==> config.mk <==
export PLATFORM = sky130hd
export DESIGN_NAME = lexicographic_combination_enumerator
export DESIGN_NICKNAME = d
export VERILOG_FILES = /design/src/design/lec_pkg.sv /design/src/design/lec_cell.sv /design/src/design/lec_chain.sv /design/src/design/lexicographic_combination_enumerator.sv
export SDC_FILE = /design/constraint.sdc
export NUM_CORES = 1
export LEC_CHECK = 0
export ABC_AREA = 0
export CAP_MARGIN = 20
export CORE_AREA = 2 2 151 94
export CTS_CLUSTER_DIAMETER = 80
export CTS_CLUSTER_SIZE = 24
export DETAILED_ROUTE_END_ITERATION = 8
export DIE_AREA = 0 0 153 96
export DONT_BUFFER_PORTS = 1
export SETUP_SLACK_MARGIN = 0.15
export SLEW_MARGIN = 20
export SYNTH_ARGS = -nofsm -noshare
export SYNTH_HDL_FRONTEND = slang
export SYNTH_SLANG_ARGS = --single-unit
==> constraint.sdc <==
create_clock -name clk -period 12.4 [get_ports clk]
set_input_delay 2.48 -clock clk [delete_from_list [all_inputs] [get_ports clk]]
set_output_delay 2.48 -clock clk [all_outputs]
set_load 0.03 [all_outputs]
==> src/design/lec_pkg.sv <==
`timescale 1ns / 1ps
// shared types and constants of the combination enumerator
// no dependencies

package lec_pkg;

    localparam int MAX_CHOOSE_DEF = 8;
    localparam int MAX_ITEMS_DEF  = 16;

    localparam int SET_SIZE_W = 5;
    localparam int CHOOSE_W   = 4;
    localparam int CFG_DATA_W = 5;
    localparam int CFG_ADDR_W = 1;

    localparam int COMB_W   = 32;
    localparam int NIB_W    = 4;
    localparam int COMB_POS = 8;

    localparam logic [CFG_ADDR_W-1:0] REG_SET_SIZE     = 1'd0;
    localparam logic [CFG_ADDR_W-1:0] REG_CHOOSE_COUNT = 1'd1;

    localparam logic [SET_SIZE_W-1:0] SET_SIZE_RST = 5'd16;
    localparam logic [CHOOSE_W-1:0]   CHOOSE_RST   = 4'd1;

    // per-transfer control broadcast to every cell
    typedef struct packed {
        logic en;    // update the stored indices
        logic load;  // work on the first subset instead of the stored one
        logic adv;   // step to the next subset
    } lec_ctrl_t;

endpackage

==> src/design/lec_cell.sv <==
`timescale 1ns / 1ps
// one position of the subset: stored index, limit test, increment and refill
// depends on lec_pkg

module lec_cell #(
    parameter int POS   = 0,
    parameter int IDX_W = 4,
    parameter int LIM_W = 5
) (
    input  logic                     clk,
    input  logic                     rst_n,
    input  lec_pkg::lec_ctrl_t       ctrl,
    input  logic [lec_pkg::CHOOSE_W-1:0] k,
    input  logic [LIM_W-1:0]         span,
    input  logic                     sat_in,
    output logic                     sat_out,
    input  logic [IDX_W-1:0]         base_in,
    input  logic                     seen_in,
    output logic [IDX_W-1:0]         base_out,
    output logic                     seen_out,
    output logic [IDX_W-1:0]         eff,
    output logic                     active
);
    import lec_pkg::*;

    logic [IDX_W-1:0] idx_reg;
    logic [IDX_W-1:0] idx_next;
    logic [IDX_W-1:0] first;
    logic [LIM_W-1:0] limit;
    logic             at_max;
    logic             pivot;

    assign active = 32'(k) > 32'(POS);
    assign first  = active ? IDX_W'(POS) : '0;
    assign eff    = ctrl.load ? first : idx_reg;

    assign limit  = span + LIM_W'(POS);
    assign at_max = LIM_W'(eff) >= limit;

    // rightmost active position below its limit, every active one to the right at max
    assign pivot   = active && !at_max && sat_in;
    assign sat_out = sat_in && (!active || at_max);

    // base carries pivot value + 1 - pivot position so a refilled cell adds its own position
    assign base_out = pivot ? (eff + IDX_W'(1) - IDX_W'(POS)) : base_in;
    assign seen_out = pivot || seen_in;

    always_comb
    begin
        idx_next = eff;
        if (ctrl.adv)
        begin
            if (pivot)
                idx_next = eff + IDX_W'(1);
            else if (active && seen_in)
                idx_next = base_in + IDX_W'(POS);
        end
    end

    always_ff @(posedge clk or negedge rst_n)
    begin
        if (!rst_n)
            idx_reg <= '0;
        else if (ctrl.en)
            idx_reg <= idx_next;
    end

endmodule

==> src/design/lec_chain.sv <==
`timescale 1ns / 1ps
// row of position cells with the carry and refill links, plus output packing
// depends on lec_pkg and lec_cell

module lec_chain #(
    parameter int MAX_CHOOSE = lec_pkg::MAX_CHOOSE_DEF,
    parameter int IDX_W      = 4,
    parameter int LIM_W      = 5
) (
    input  logic                         clk,
    input  logic                         rst_n,
    input  lec_pkg::lec_ctrl_t           ctrl,
    input  logic [lec_pkg::CHOOSE_W-1:0] k,
    input  logic [LIM_W-1:0]             span,
    output logic [lec_pkg::COMB_W-1:0]   comb,
    output logic                         none_left
);
    import lec_pkg::*;

    logic             sat  [MAX_CHOOSE+1];
    logic [IDX_W-1:0] base [MAX_CHOOSE+1];
    logic             seen [MAX_CHOOSE+1];
    logic [IDX_W-1:0] eff  [MAX_CHOOSE];
    logic             act  [MAX_CHOOSE];
    logic [NIB_W-1:0] nib  [COMB_POS];

    assign sat[MAX_CHOOSE] = 1'b1;
    assign base[0]         = '0;
    assign seen[0]         = 1'b0;
    assign none_left       = sat[0];

    genvar i;
    generate
        for (i = 0; i < MAX_CHOOSE; i++)
        begin : g_cell
            lec_cell #(
                .POS   (i),
                .IDX_W (IDX_W),
                .LIM_W (LIM_W)
            ) u_cell (
                .clk      (clk),
                .rst_n    (rst_n),
                .ctrl     (ctrl),
                .k        (k),
                .span     (span),
                .sat_in   (sat[i+1]),
                .sat_out  (sat[i]),
                .base_in  (base[i]),
                .seen_in  (seen[i]),
                .base_out (base[i+1]),
                .seen_out (seen[i+1]),
                .eff      (eff[i]),
                .active   (act[i])
            );
        end

        for (i = 0; i < COMB_POS; i++)
        begin : g_nib
            if (i < MAX_CHOOSE)
            begin : g_used
                logic [IDX_W+NIB_W-1:0] ext;
                assign ext    = {{NIB_W{1'b0}}, eff[i]};
                assign nib[i] = act[i] ? ext[NIB_W-1:0] : '0;
            end
            else
            begin : g_unused
                assign nib[i] = '0;
            end
        end
    endgenerate

    always_comb
    begin
        comb = '0;
        for (int p = 0; p < COMB_POS; p++)
            comb[p*NIB_W +: NIB_W] = nib[p];
    end

endmodule

==> src/design/lexicographic_combination_enumerator.sv <==
`timescale 1ns / 1ps
// Lexicographic k-combination enumerator.
// Input stream: each transfer is one request, s_axis_tdata[0] = restart.
// A restart loads the first subset 0..k-1 and returns an all-zero result;
// any other request returns the current subset and steps to the next one.
// Output stream: tdata holds up to eight 4-bit indices, position 0 lowest;
// tlast marks the final subset, tuser flags exhausted and config error.
// Configuration: cfg_we writes cfg_data to register cfg_addr (0 set size,
// 1 choose count); write only while no result is pending.
// The result is registered and appears in the cycle after the input transfer, and one
// request is taken every cycle while the receiver keeps up: the cell row resolves the carry
// and refill of a step combinationally, rippling through MAX_CHOOSE cells.
// A held result in the output register does not stop a new transfer as
// long as the receiver takes it in the same cycle; if the receiver stalls,
// s_axis_tready drops until the result is taken.
// Reset clears the indices, the loaded and done flags and the output valid
// flag, and sets n=16, k=1; the result payload is not reset. No clearing pass is needed.
// depends on lec_pkg, lec_chain

module lexicographic_combination_enumerator #(
    parameter int MAX_CHOOSE = lec_pkg::MAX_CHOOSE_DEF,
    parameter int MAX_ITEMS  = lec_pkg::MAX_ITEMS_DEF
) (
    input  logic                           clk,
    input  logic                           rst_n,
    input  logic                           cfg_we,
    input  logic [lec_pkg::CFG_ADDR_W-1:0] cfg_addr,
    input  logic [lec_pkg::CFG_DATA_W-1:0] cfg_data,
    input  logic                           s_axis_tvalid,
    output logic                           s_axis_tready,
    input  logic [7:0]                     s_axis_tdata,   // [0] restart, rest zero
    output logic                           m_axis_tvalid,
    input  logic                           m_axis_tready,
    output logic [lec_pkg::COMB_W-1:0]     m_axis_tdata,   // [31:0] combination
    output logic                           m_axis_tlast,   // is_last
    output logic [1:0]                     m_axis_tuser    // [0] exhausted, [1] config_error
);
    import lec_pkg::*;

    localparam int IDX_W = $clog2(MAX_ITEMS);
    localparam int LIM_W = $clog2(MAX_ITEMS + MAX_CHOOSE);

    logic [SET_SIZE_W-1:0] set_size_reg;
    logic [CHOOSE_W-1:0]   choose_reg;
    logic                  loaded_reg;
    logic                  done_reg;
    logic                  out_valid_reg;
    logic [COMB_W-1:0]     comb_reg;
    logic                  last_reg;
    logic                  exh_reg;
    logic                  err_reg;

    logic                  accept;
    logic                  restart;
    logic [LIM_W-1:0]      n_sat;
    logic [LIM_W-1:0]      span;
    logic                  cfg_err;
    lec_ctrl_t             ctrl;
    logic [COMB_W-1:0]     comb;
    logic                  none_left;
    logic [COMB_W-1:0]     comb_next;
    logic                  last_next;
    logic                  exh_next;
    logic                  done_next;

    assign s_axis_tready = !out_valid_reg || m_axis_tready;
    assign accept        = s_axis_tvalid && s_axis_tready;
    assign restart       = s_axis_tdata[0];

    assign n_sat   = (32'(set_size_reg) > 32'(MAX_ITEMS)) ? LIM_W'(MAX_ITEMS)
                                                           : LIM_W'(set_size_reg);
    assign cfg_err = (32'(choose_reg) > 32'(MAX_CHOOSE)) ||
                     (32'(choose_reg) > 32'(n_sat));
    assign span    = n_sat - LIM_W'(choose_reg);

    assign ctrl.en   = accept && !cfg_err;
    assign ctrl.load = restart || !loaded_reg;
    assign ctrl.adv  = !restart && !done_reg;

    lec_chain #(
        .MAX_CHOOSE (MAX_CHOOSE),
        .IDX_W      (IDX_W),
        .LIM_W      (LIM_W)
    ) u_chain (
        .clk       (clk),
        .rst_n     (rst_n),
        .ctrl      (ctrl),
        .k         (choose_reg),
        .span      (span),
        .comb      (comb),
        .none_left (none_left)
    );

    always_comb
    begin
        comb_next = '0;
        last_next = 1'b0;
        exh_next  = 1'b0;
        done_next = done_reg;
        if (!cfg_err)
        begin
            if (restart)
                done_next = 1'b0;
            else
            begin
                comb_next = comb;
                if (done_reg)
                begin
                    last_next = 1'b1;
                    exh_next  = 1'b1;
                end
                else
                begin
                    last_next = none_left;
                    done_next = none_left;
                end
            end
        end
    end

    always_ff @(posedge clk or negedge rst_n)
    begin
        if (!rst_n)
        begin
            set_size_reg <= SET_SIZE_RST;
            choose_reg   <= CHOOSE_RST;
        end
        else if (cfg_we)
        begin
            case (cfg_addr)
                REG_SET_SIZE:     set_size_reg <= cfg_data;
                REG_CHOOSE_COUNT: choose_reg   <= cfg_data[CHOOSE_W-1:0];
                default:          ;
            endcase
        end
    end

    always_ff @(posedge clk or negedge rst_n)
    begin
        if (!rst_n)
        begin
            loaded_reg    <= 1'b0;
            done_reg      <= 1'b0;
            out_valid_reg <= 1'b0;
        end
        else
        begin
            if (ctrl.en)
            begin
                loaded_reg <= 1'b1;
                done_reg   <= done_next;
            end
            if (accept)
                out_valid_reg <= 1'b1;
            else if (m_axis_tready)
                out_valid_reg <= 1'b0;
        end
    end

    // payload of the held result
    always_ff @(posedge clk)
    begin
        if (accept)
        begin
            comb_reg <= comb_next;
            last_reg <= last_next;
            exh_reg  <= exh_next;
            err_reg  <= cfg_err;
        end
    end

    assign m_axis_tvalid   = out_valid_reg;
    assign m_axis_tdata    = comb_reg;
    assign m_axis_tlast    = last_reg;
    assign m_axis_tuser[0] = exh_reg;
    assign m_axis_tuser[1] = err_reg;

    a_err_clean: assert property (@(posedge clk) disable iff (!rst_n)
        m_axis_tvalid && m_axis_tuser[1] |->
            m_axis_tdata == '0 && !m_axis_tlast && !m_axis_tuser[0])
        else $error("config error result carries payload");

    a_exh_last: assert property (@(posedge clk) disable iff (!rst_n)
        m_axis_tvalid && m_axis_tuser[0] |-> m_axis_tlast)
        else $error("exhausted result not flagged last");

    a_result_follows: assert property (@(posedge clk) disable iff (!rst_n)
        accept |=> m_axis_tvalid)
        else $error("accepted request produced no result");

    a_done_loaded: assert property (@(posedge clk) disable iff (!rst_n)
        done_reg |-> loaded_reg)
        else $error("done flag set before any load");

endmodule
==> results of run 1 <==
## cell families (layout without fill, tap and decap cells)
family | after synthesis | count (layout) | share of synthesized area, %
XOR/XNOR | 39 | 39 | 5.38
multiplexers | 12 | 12 | 2.02
adder cells (fa/ha/maj) | 55 | 55 | 10.7
flip-flops | 79 | 79 | 33.2
AO/OA/AOI/OAI | 231 | 231 | 25.2
buffers and inverters | 77 | 69 | 4.68
AND/OR/NAND/NOR | 255 | 255 | 18.8
## tightest hold or removal path: cells and delay by family, from the launching register on
| family | cells | cell delay, ns |
|---|---|---|
| flops | 1 | 0.34 |
| compound gates | 1 | 0.06 |
| simple gates | 1 | 0.05 |
## metrics by stage
stage	hold slack [ns]	cell area (sq um)	std cells	setup WS, ns
CTS	0.497	6950	915	4.69
finish	0.491	6960	915	4.53
floorplan	0.450	6490	748	5.08
global placement	0.468	6650	899	4.40
detailed placement	0.485	6650	899	4.32
global route	0.521	6960	915	4.28
## cells in the final DEF, fill, tap and decap left out, drive strengths merged, types with 5 or more instances in the layout
cell type  count
o21ai         59
clkbuf        12
xnor2         29
o22ai          5
a22o           8
a21o          14
ha            54
a31o           5
dfrtp         42
buf            9
or3            9
inv           43
o21a           5
nand2b        16
nor2          67
a211oi         6
and3           7
edfxtp        35
nand2         69
and2           7
a21oi         50
or2            5
nand3         21
xor2          10
mux2           9
nor2b          7
nor3          38
o211ai         6
a31oi         18
## path summary, 6_finish.rpt
path | startpoint | endpoint | slack, ns | cells after the start
worst max-delay path | s_axis_tdata[0] | u_chain.g_cell[7].u_cell.idx_reg[2] | 4.53 | 19
worst min-delay path | u_chain.g_cell[1].u_cell.idx_reg[3] | u_chain.g_cell[1].u_cell.idx_reg[3] | 0.49 | 2
worst max register to register | set_size_reg[4] | u_chain.g_cell[7].u_cell.idx_reg[2] | 5.19 | 24
worst min register to register | u_chain.g_cell[1].u_cell.idx_reg[3] | u_chain.g_cell[1].u_cell.idx_reg[3] | 0.49 | 2
max in group asynchronous | rst_n | choose_reg[0] | 10.37 | 0
min in group asynchronous | rst_n | m_axis_tvalid | 1.83 | 0
## layout make-up
cell class                      instances  area, sq um  share of cell area, %
Inverter                               44          165                   2.37
Tap cell                              175          219                   3.15
Multi-Input combinational cell        592         4040                   58.1
Sequential cell                        79         2150                   31.0
Clock inverter                          4         72.6                   1.04
Timing Repair Buffer                    9         67.6                  0.971
Clock buffer                           12          236                   3.40
## synth_stat cells (7+ instances only)
cell type / count / share of area (%)
sky130_fd_sc_hd__xnor2_1: 28 / 3.8
sky130_fd_sc_hd__nor2b_1: 7 / 0.67
sky130_fd_sc_hd__or3_1: 7 / 0.67
sky130_fd_sc_hd__mux2_2: 9 / 1.6
sky130_fd_sc_hd__o21ai_0: 52 / 4.0
sky130_fd_sc_hd__a31oi_1: 16 / 1.5
sky130_fd_sc_hd__dfrtp_1: 42 / 16
sky130_fd_sc_hd__nor2_1: 67 / 3.9
sky130_fd_sc_hd__a21o_1: 13 / 1.5
sky130_fd_sc_hd__xor2_1: 10 / 1.3
sky130_fd_sc_hd__nand2b_1: 16 / 1.5
sky130_fd_sc_hd__nand2_1: 69 / 4.0
sky130_fd_sc_hd__ha_1: 54 / 10
sky130_fd_sc_hd__a21oi_1: 49 / 3.8
sky130_fd_sc_hd__edfxtp_1: 35 / 16
sky130_fd_sc_hd__nor3_1: 37 / 2.9
sky130_fd_sc_hd__inv_1: 43 / 2.5
sky130_fd_sc_hd__a22o_1: 8 / 1.1
sky130_fd_sc_hd__nand3_1: 19 / 1.5
sky130_fd_sc_hd__clkbuf_1: 21 / 1.2
sky130_fd_sc_hd__and3_1: 7 / 0.67
## power groups by stage
stage | Clock (mW) | Sequential, mW | Combinational [mW]
finish | 0.285 | 0.369 | 0.863
global route | 0.302 | 0.374 | 0.961
detailed placement | 0 | 0.373 | 0.840
global placement | 0 | 0.372 | 0.821
floorplan | 0 | 0.355 | 0.657
CTS | 0.291 | 0.368 | 0.845
## metal layers
metal  routed length [um]  up-vias  global-route usage [%]
li1                     -     2736                       -
met1                 9370     2770                    40.4
met2                 7730      230                    38.3
met3                 1690       29                    6.39
met4                  342        0                    8.10
met5                    0        -                       0
==> run summary, run 1 <==
The flow ran to the end, and the final reports show no timing, DRC or antenna violations. The clock sink total came out at between 70 and 80. Of all flip-flops after synthesis, the portion carrying an async set or reset was between 50% and 60%. The routed wire length came out at between 15,000 and 20,000 um. The peak supply drop is between 0.1 and 0.15 mV.

In this design, the largest share of critical-path delay is due to compound AO/OA/AOI/OAI gates. The slew at the pin closest to its max-slew limit came out at around 0.99 ns. Buffers inserted to repair hold after CTS numbered 0.

The number of global-route vias before repair was 5,326. The first-pass GRT wire length came out at about 30,000 um. Internal power comes to roughly 0.81 mW.

The floorplan die width came out at 153 um. The area of the die is 0.0147 sq mm. Counting along the longest clock path gives a buffer depth of 2. The final sum of negative setup slack is 0 ns.

Across the routed clock network, the largest skew measured is 0.0125 ns. The final route contains 5,765 vias. The clock network is responsible for 18.8% of the overall power. The total power draw came out at 1.52 mW. The largest individual stage delay along the critical path comes from the cell sky130_fd_sc_hd__o21ai_1. The core area is 0.0133 sq mm. The CTS tree is done. The maximum net fanout on the critical path came out at 15. The layout net count came out at a little over 800. The count of final max-slew check failures is 0. The arrival time at the worst endpoint is 8.08 ns. 0 antenna diodes ended up in the layout. The part of the Yosys area used for sequential elements came out at 33.2%.

The routability congestion estimate from global placement is around 0.96. The number of post-CTS setup repair buffers is 0. For this run, the top clock speed supported by timing is 127 MHz. STA classifies the critical path startpoint as a primary input. Of the total power, combinational logic draws 56.9%. The main flop type after synthesis is sky130_fd_sc_hd__dfrtp_1.

The capturing element type of the critical path is a flop. The worst setup path is of the in -> reg kind. Traced cell by cell, the critical path runs through nand2b_1 > o21ai_1 > ha_1 > nand2b_1 > a21o_1 > a21o_1 > a21oi_1 > o31a_1 > a31oi_4 > nand4_1 > inv_1 > ha_1 > a31oi_1 > a211oi_2 > o221ai_1 > ha_1 > or3_1 > a2111oi_2 > nor3_1. Once detail routing completed, the nets flagged for antenna violations numbered 0. The cell area that synthesis handed to floorplanning was 0.00649 sq mm. Relative to the synthesized area, the layout overhead comes to 7.15%.

Summed over all cells, the static leakage comes to 2.88 nW. The switching power total is just over 0.7 mW. Dividing the detail-routed wire length by the instance count gives about 21 um.

The delay contributed by the slowest stage of the critical path came out at approximately 0.7 ns. The tightest slew margin relative to the limit is 34.1%. After global routing the overflow that remains totals 0. The detailed-route vias per instance came out at ~6.3.

The number of violations of the max-capacitance limit is 0. The clock-pin slew of the registers on the worst-case setup and hold paths is 0.06 ns. In this run the worst hold path is classified as reg -> reg. The synthesized area per cell is 8.68 sq um. The floorplan die height came out at 96 um.

The number of buffer and inverter instances along the worst setup path is 1. The first-iteration detailed-routing DRC count is between 500 and 600. The final worst-path cycle share came out at 63.4%.

The port buffer count is 0. The synthesis warning total is 0. The cell that appears most often on the critical path is sky130_fd_sc_hd__ha_1.

The total setup violations reported at the end of the flow is 0. The count of flip-flops with a built-in enable after synthesis is 35. The site row count is 33. The post-cts repair resize count came out at 0. The sequential share of power came out at 24.3%. Setup repair after global routing left no endpoint under its margin. The root buffer cell is sky130_fd_sc_hd__clkbuf_16. The starting density of the core came out at 48.7%. In this run the number of H-tree levels came out at 3. The worst path needs 7.87 ns of the cycle, external delays included. The worst path required time is 12.61 ns. The synthesized instance count is 748. The layout has roughly 1,300 filler cells. The total count of hold-check failures in the final report is 0. The total routing usage reported by global routing is 27.0%. In the routed design, unresolved DRC markers number 0. The final core utilization came out at between 50% and 60%. The number of antenna violations at the first check in global routing is 0. The largest net degree at the start of global routing is 45. 56 I/O pins were placed. The flop and latch count out of synthesis came out at slightly below 80.

In this run switching power makes up 46.5% of total power. The power per unit of standard cell area came out at between 200 and 250 mW/mm^2. The number of search-and-repair iterations in the first detailed-routing pass is 5. The post-route netlist has 8.92% of its cells at a drive strength greater than 1. The number of distinct library cells after synthesis is 86. The placed wire-length estimate after detailed placement is 14,000 um.

For the worst-skew pair, the clock arrives at the later sink with an insertion delay of 0.35 ns. The TritonCTS buffer count came out at 9. The number of nets produced by synthesis came out at 822.
(Power assumes the default switching activity.)
==> run 2, diff against run 1 <==
clock period = 8.2 ns   (was 12.4 ns; I/O delays follow)
==> run 2 against run 1 <==
- first-iteration DRC count rose by 35%
- via count rose by 1.1%
- register-to-register slack got worse by 4.0 ns
- die area did not move
- critical path depth rose by 6
- final area rose by 0.29%
==> run summary, run 2 (synthesized netlist as in run 1, its figures left out) <==
The run finished with clean final reports. In this run the critical register-to-register path is captured at u_chain.g_cell[7].u_cell.idx_reg[2]. The worst setup path is of the reg -> reg kind. The clock sink total came out at 79 (unchanged).

Leaving out fill and tap cells, the most frequent cells in the layout are sky130_fd_sc_hd__nand2_1, sky130_fd_sc_hd__nor2_1, sky130_fd_sc_hd__ha_1, sky130_fd_sc_hd__o21ai_0, sky130_fd_sc_hd__a21oi_1. The tightest slew margin relative to the limit is 20.2% (-14 points). The total I/O pin count came out at 56 (unchanged). The power per unit of standard cell area is 328 mW/mm^2 (+51%). Clock tree synthesis selected as its root buffer the cell sky130_fd_sc_hd__clkbuf_16. The count of final max-slew check failures came out at 0 (unchanged). The routability congestion estimate from global placement is 0.962 (+0.60%). The routed wire length is 19,200 um (+0.18%). The first-pass GRT wire length came out at 30,100 um (-0.64%). Static timing analysis puts the maximum clock frequency at 143 MHz.

The leakage power came out at 2.90 nW (+0.56%). The internal power of the cells came out at 1.21 mW (+49%). The final core utilization is 52.3% (+0.15 points). The number of cells traversed by the worst register-to-register path is 25 (+4.2%).

The floorplan die width came out at 153 um (unchanged). The worst path required time is 8.41 ns (-4.20 ns). The number of global-route vias before repair is 5,461 (+2.5%).

The critical register-to-register path startpoint is set_size_reg[4]. The library cell used most frequently in the layout, excluding fill and tap cells, is sky130_fd_sc_hd__nand2_1. The slew at the pin closest to its max-slew limit came to 1.19 ns (+0.207 ns). The cell area after layout came out at 0.00698 sq mm (+0.29%). The total congestion overflow after global routing came to 0 (unchanged).

The delay contributed by the slowest stage of the critical path is 0.74 ns (+0.04 ns). The clock-pin slew of the registers on the worst-case setup and hold paths came out at 0.06 ns (about the same). Setup repair after global routing left no endpoint under its margin.

The final worst clock skew came out at 0.00893 ns (-0.00357 ns). The area of combinational cells with multiple inputs is 0.00404 sq mm (about the same). The maximum count of clock buffers along a single path came out at 2 (unchanged). The final sum of negative setup slack is 0 ns (unchanged). The site row count came out at 33 (unchanged). The number of post-CTS setup repair buffers is 0 (unchanged). The number of fill cells was 1,239 (-2.4%).

The worst setup path startpoint is set_size_reg[4]. The first-iteration detailed-routing DRC count came out at 693 (+35%). The worst hold slack across all endpoints was 0.497 ns (+0.00591 ns). The total setup violations reported at the end of the flow is 0 (unchanged). The maximum net fanout on the critical path is 9 (-6). The starting density of the core is 48.7% (unchanged). The largest net degree at the start of global routing came out at 45 (unchanged). The worst hold path belongs to the class reg -> reg. The switching power total came to 1.08 mW (+53%). The post-placement cell area was 0.00668 sq mm (+0.45%). The layout net count came out at 813 (+0.49%).

The post-detailed-route DRC marker count is 0 (unchanged). The post-cts repair resize count is 0 (unchanged). The number of vias in the routed layout came out at 5,830 (+1.1%). The number of buffers added to fix hold violations after cts is 0 (unchanged). The portion of total power attributed to combinational logic was 57.6% (+0.7 points).

The peak supply drop is 0.147 mV (+46%). The core area came out at 0.0133 sq mm (unchanged). The detailed-route vias per instance came to 6.34 (+0.69%). The endpoint of the most critical setup path is u_chain.g_cell[7].u_cell.idx_reg[2]. The arrival time at the worst endpoint came to 7.18 ns (-0.90 ns). The final critical path time including I/O delays and setup came out at roughly 7.0 ns. The number of violations of the max-capacitance limit is 0 (unchanged). Of the available clock period, the critical path in the final layout requires 85.0%. The number of cells in the design after placement came out at 903 (+0.44%). The cell type of the slowest stage on the worst timing path is sky130_fd_sc_hd__fa_1.

The final routed wire length divided by cell count came to 20.9 um (-0.26%). The sequential share of power came out at 24.3% (about the same). By instance count, the cell type seen most on the critical path is sky130_fd_sc_hd__ha_1. The placed wire-length estimate after detailed placement is 14,000 um (+0.40%).

The number of non-filler instances in the completed layout is 919 (+0.44%). The TritonCTS buffer count is 9 (unchanged). The slack of the worst reg-to-reg path came out at 1.23 ns (-3.96 ns). The total routing usage reported by global routing came out at 26.5% (-0.45 points).

The area of the die came out at 0.0147 sq mm (unchanged). The combined flip-flop and latch cell area is 0.00215 sq mm (unchanged). The total count of hold-check failures in the final report is 0 (unchanged). The port buffer count was 0 (unchanged). The area growth from synthesis to final layout came out at 7.46%. STA classifies the critical path endpoint as a flop. The antenna violation net count after detailed routing was 0 (unchanged). The type of element launching the critical path is a flop. The number of search-and-repair iterations in the first detailed-routing pass is 5 (unchanged).

The floorplan die height is 96 um (unchanged). The number of antenna violations at the first check in global routing came to 0 (unchanged). The H-tree depth reported by CTS was 3 (unchanged). The number of diodes added for antenna fixing is 0 (unchanged). The share of layout cells above drive strength 1 is 9.41% (+0.49 points).

The switching portion of total power came out at 47.1% (+0.64 points). The insertion delay of the later-clocked pin in the worst-skew pair is 0.35 ns (about the same). The clock power share is 18.0% (-0.8 points).

The CTS tree is done.
==> run 2: changes by cell type in the layout (fill, tap and decap cells not counted), sizes merged <==
| cell | change |
|---|---|
| buf | +4 |
| bufinv | -1 |
| clkinv | +1 |
==> run 2: cell type report <==
cell class / count / share of cell area, %
inverter: 44 / 2.37
tap: 175 / 3.14
sequential: 79 / 30.9
clock buffer: 12 / 3.53
clock inverter: 4 / 0.789
timing repair buffer: 13 / 1.40
multi-input combinational: 592 / 57.9
==> run 2: worst min-delay path by stage <==
stage / start / endpoint / slack (ns) / cells after the start
after floorplan: u_chain.g_cell[3].u_cell.idx_reg[2] / u_chain.g_cell[3].u_cell.idx_reg[2] / 0.45 / 2
after global placement: u_chain.g_cell[4].u_cell.idx_reg[0] / u_chain.g_cell[4].u_cell.idx_reg[0] / 0.46 / 2
after detailed placement: u_chain.g_cell[4].u_cell.idx_reg[0] / u_chain.g_cell[4].u_cell.idx_reg[0] / 0.48 / 2
after CTS: u_chain.g_cell[4].u_cell.idx_reg[0] / u_chain.g_cell[4].u_cell.idx_reg[0] / 0.50 / 2
after global routing: u_chain.g_cell[3].u_cell.idx_reg[2] / u_chain.g_cell[3].u_cell.idx_reg[2] / 0.53 / 2
final: u_chain.g_cell[1].u_cell.idx_reg[3] / u_chain.g_cell[1].u_cell.idx_reg[3] / 0.50 / 2
==> run 2: through the flow <==
step / power (mW) / setup slack [ns]
after floorplan: 1.53 / 1.72
after global placement: 1.80 / 1.44
after detailed placement: 1.84 / 1.35
after CTS: 2.26 / 1.36
after global routing: 2.45 / 0.878
final: 2.29 / 1.23
==> run 2: power by group through the flow <==
stage | sequential, mW | clock, mW | combinational [mW]
after detailed placement | 0.562 | 0 | 1.28
after global placement | 0.561 | 0 | 1.24
after CTS | 0.555 | 0.418 | 1.29
final | 0.557 | 0.413 | 1.32
after floorplan | 0.536 | 0 | 0.993
after global routing | 0.565 | 0.435 | 1.45
==> run 2: metal layers <==
metal / vias to the layer above / global-route usage, % / part of all wire (%)
met2: 286 / 39.3 / 41
met5: - / 0 / 0
li1: 2722 / - / -
met4: 0 / 7.18 / 1.5
met1: 2798 / 39.3 / 49
met3: 24 / 5.31 / 9.2
==> run 2: worst max-delay path: cells and delay by family, from the launching register on <==
| family | cells | cell delay [ns] |
|---|---|---|
| AND/OR/NAND/NOR | 6 | 1.57 |
| flip-flops | 1 | 0.63 |
| XOR/XNOR | 1 | 0.33 |
| adder cells (fa/ha/maj) | 6 | 2.05 |
| buffers and inverters | 5 | 0.70 |
| AO/OA/AOI/OAI | 7 | 1.55 |
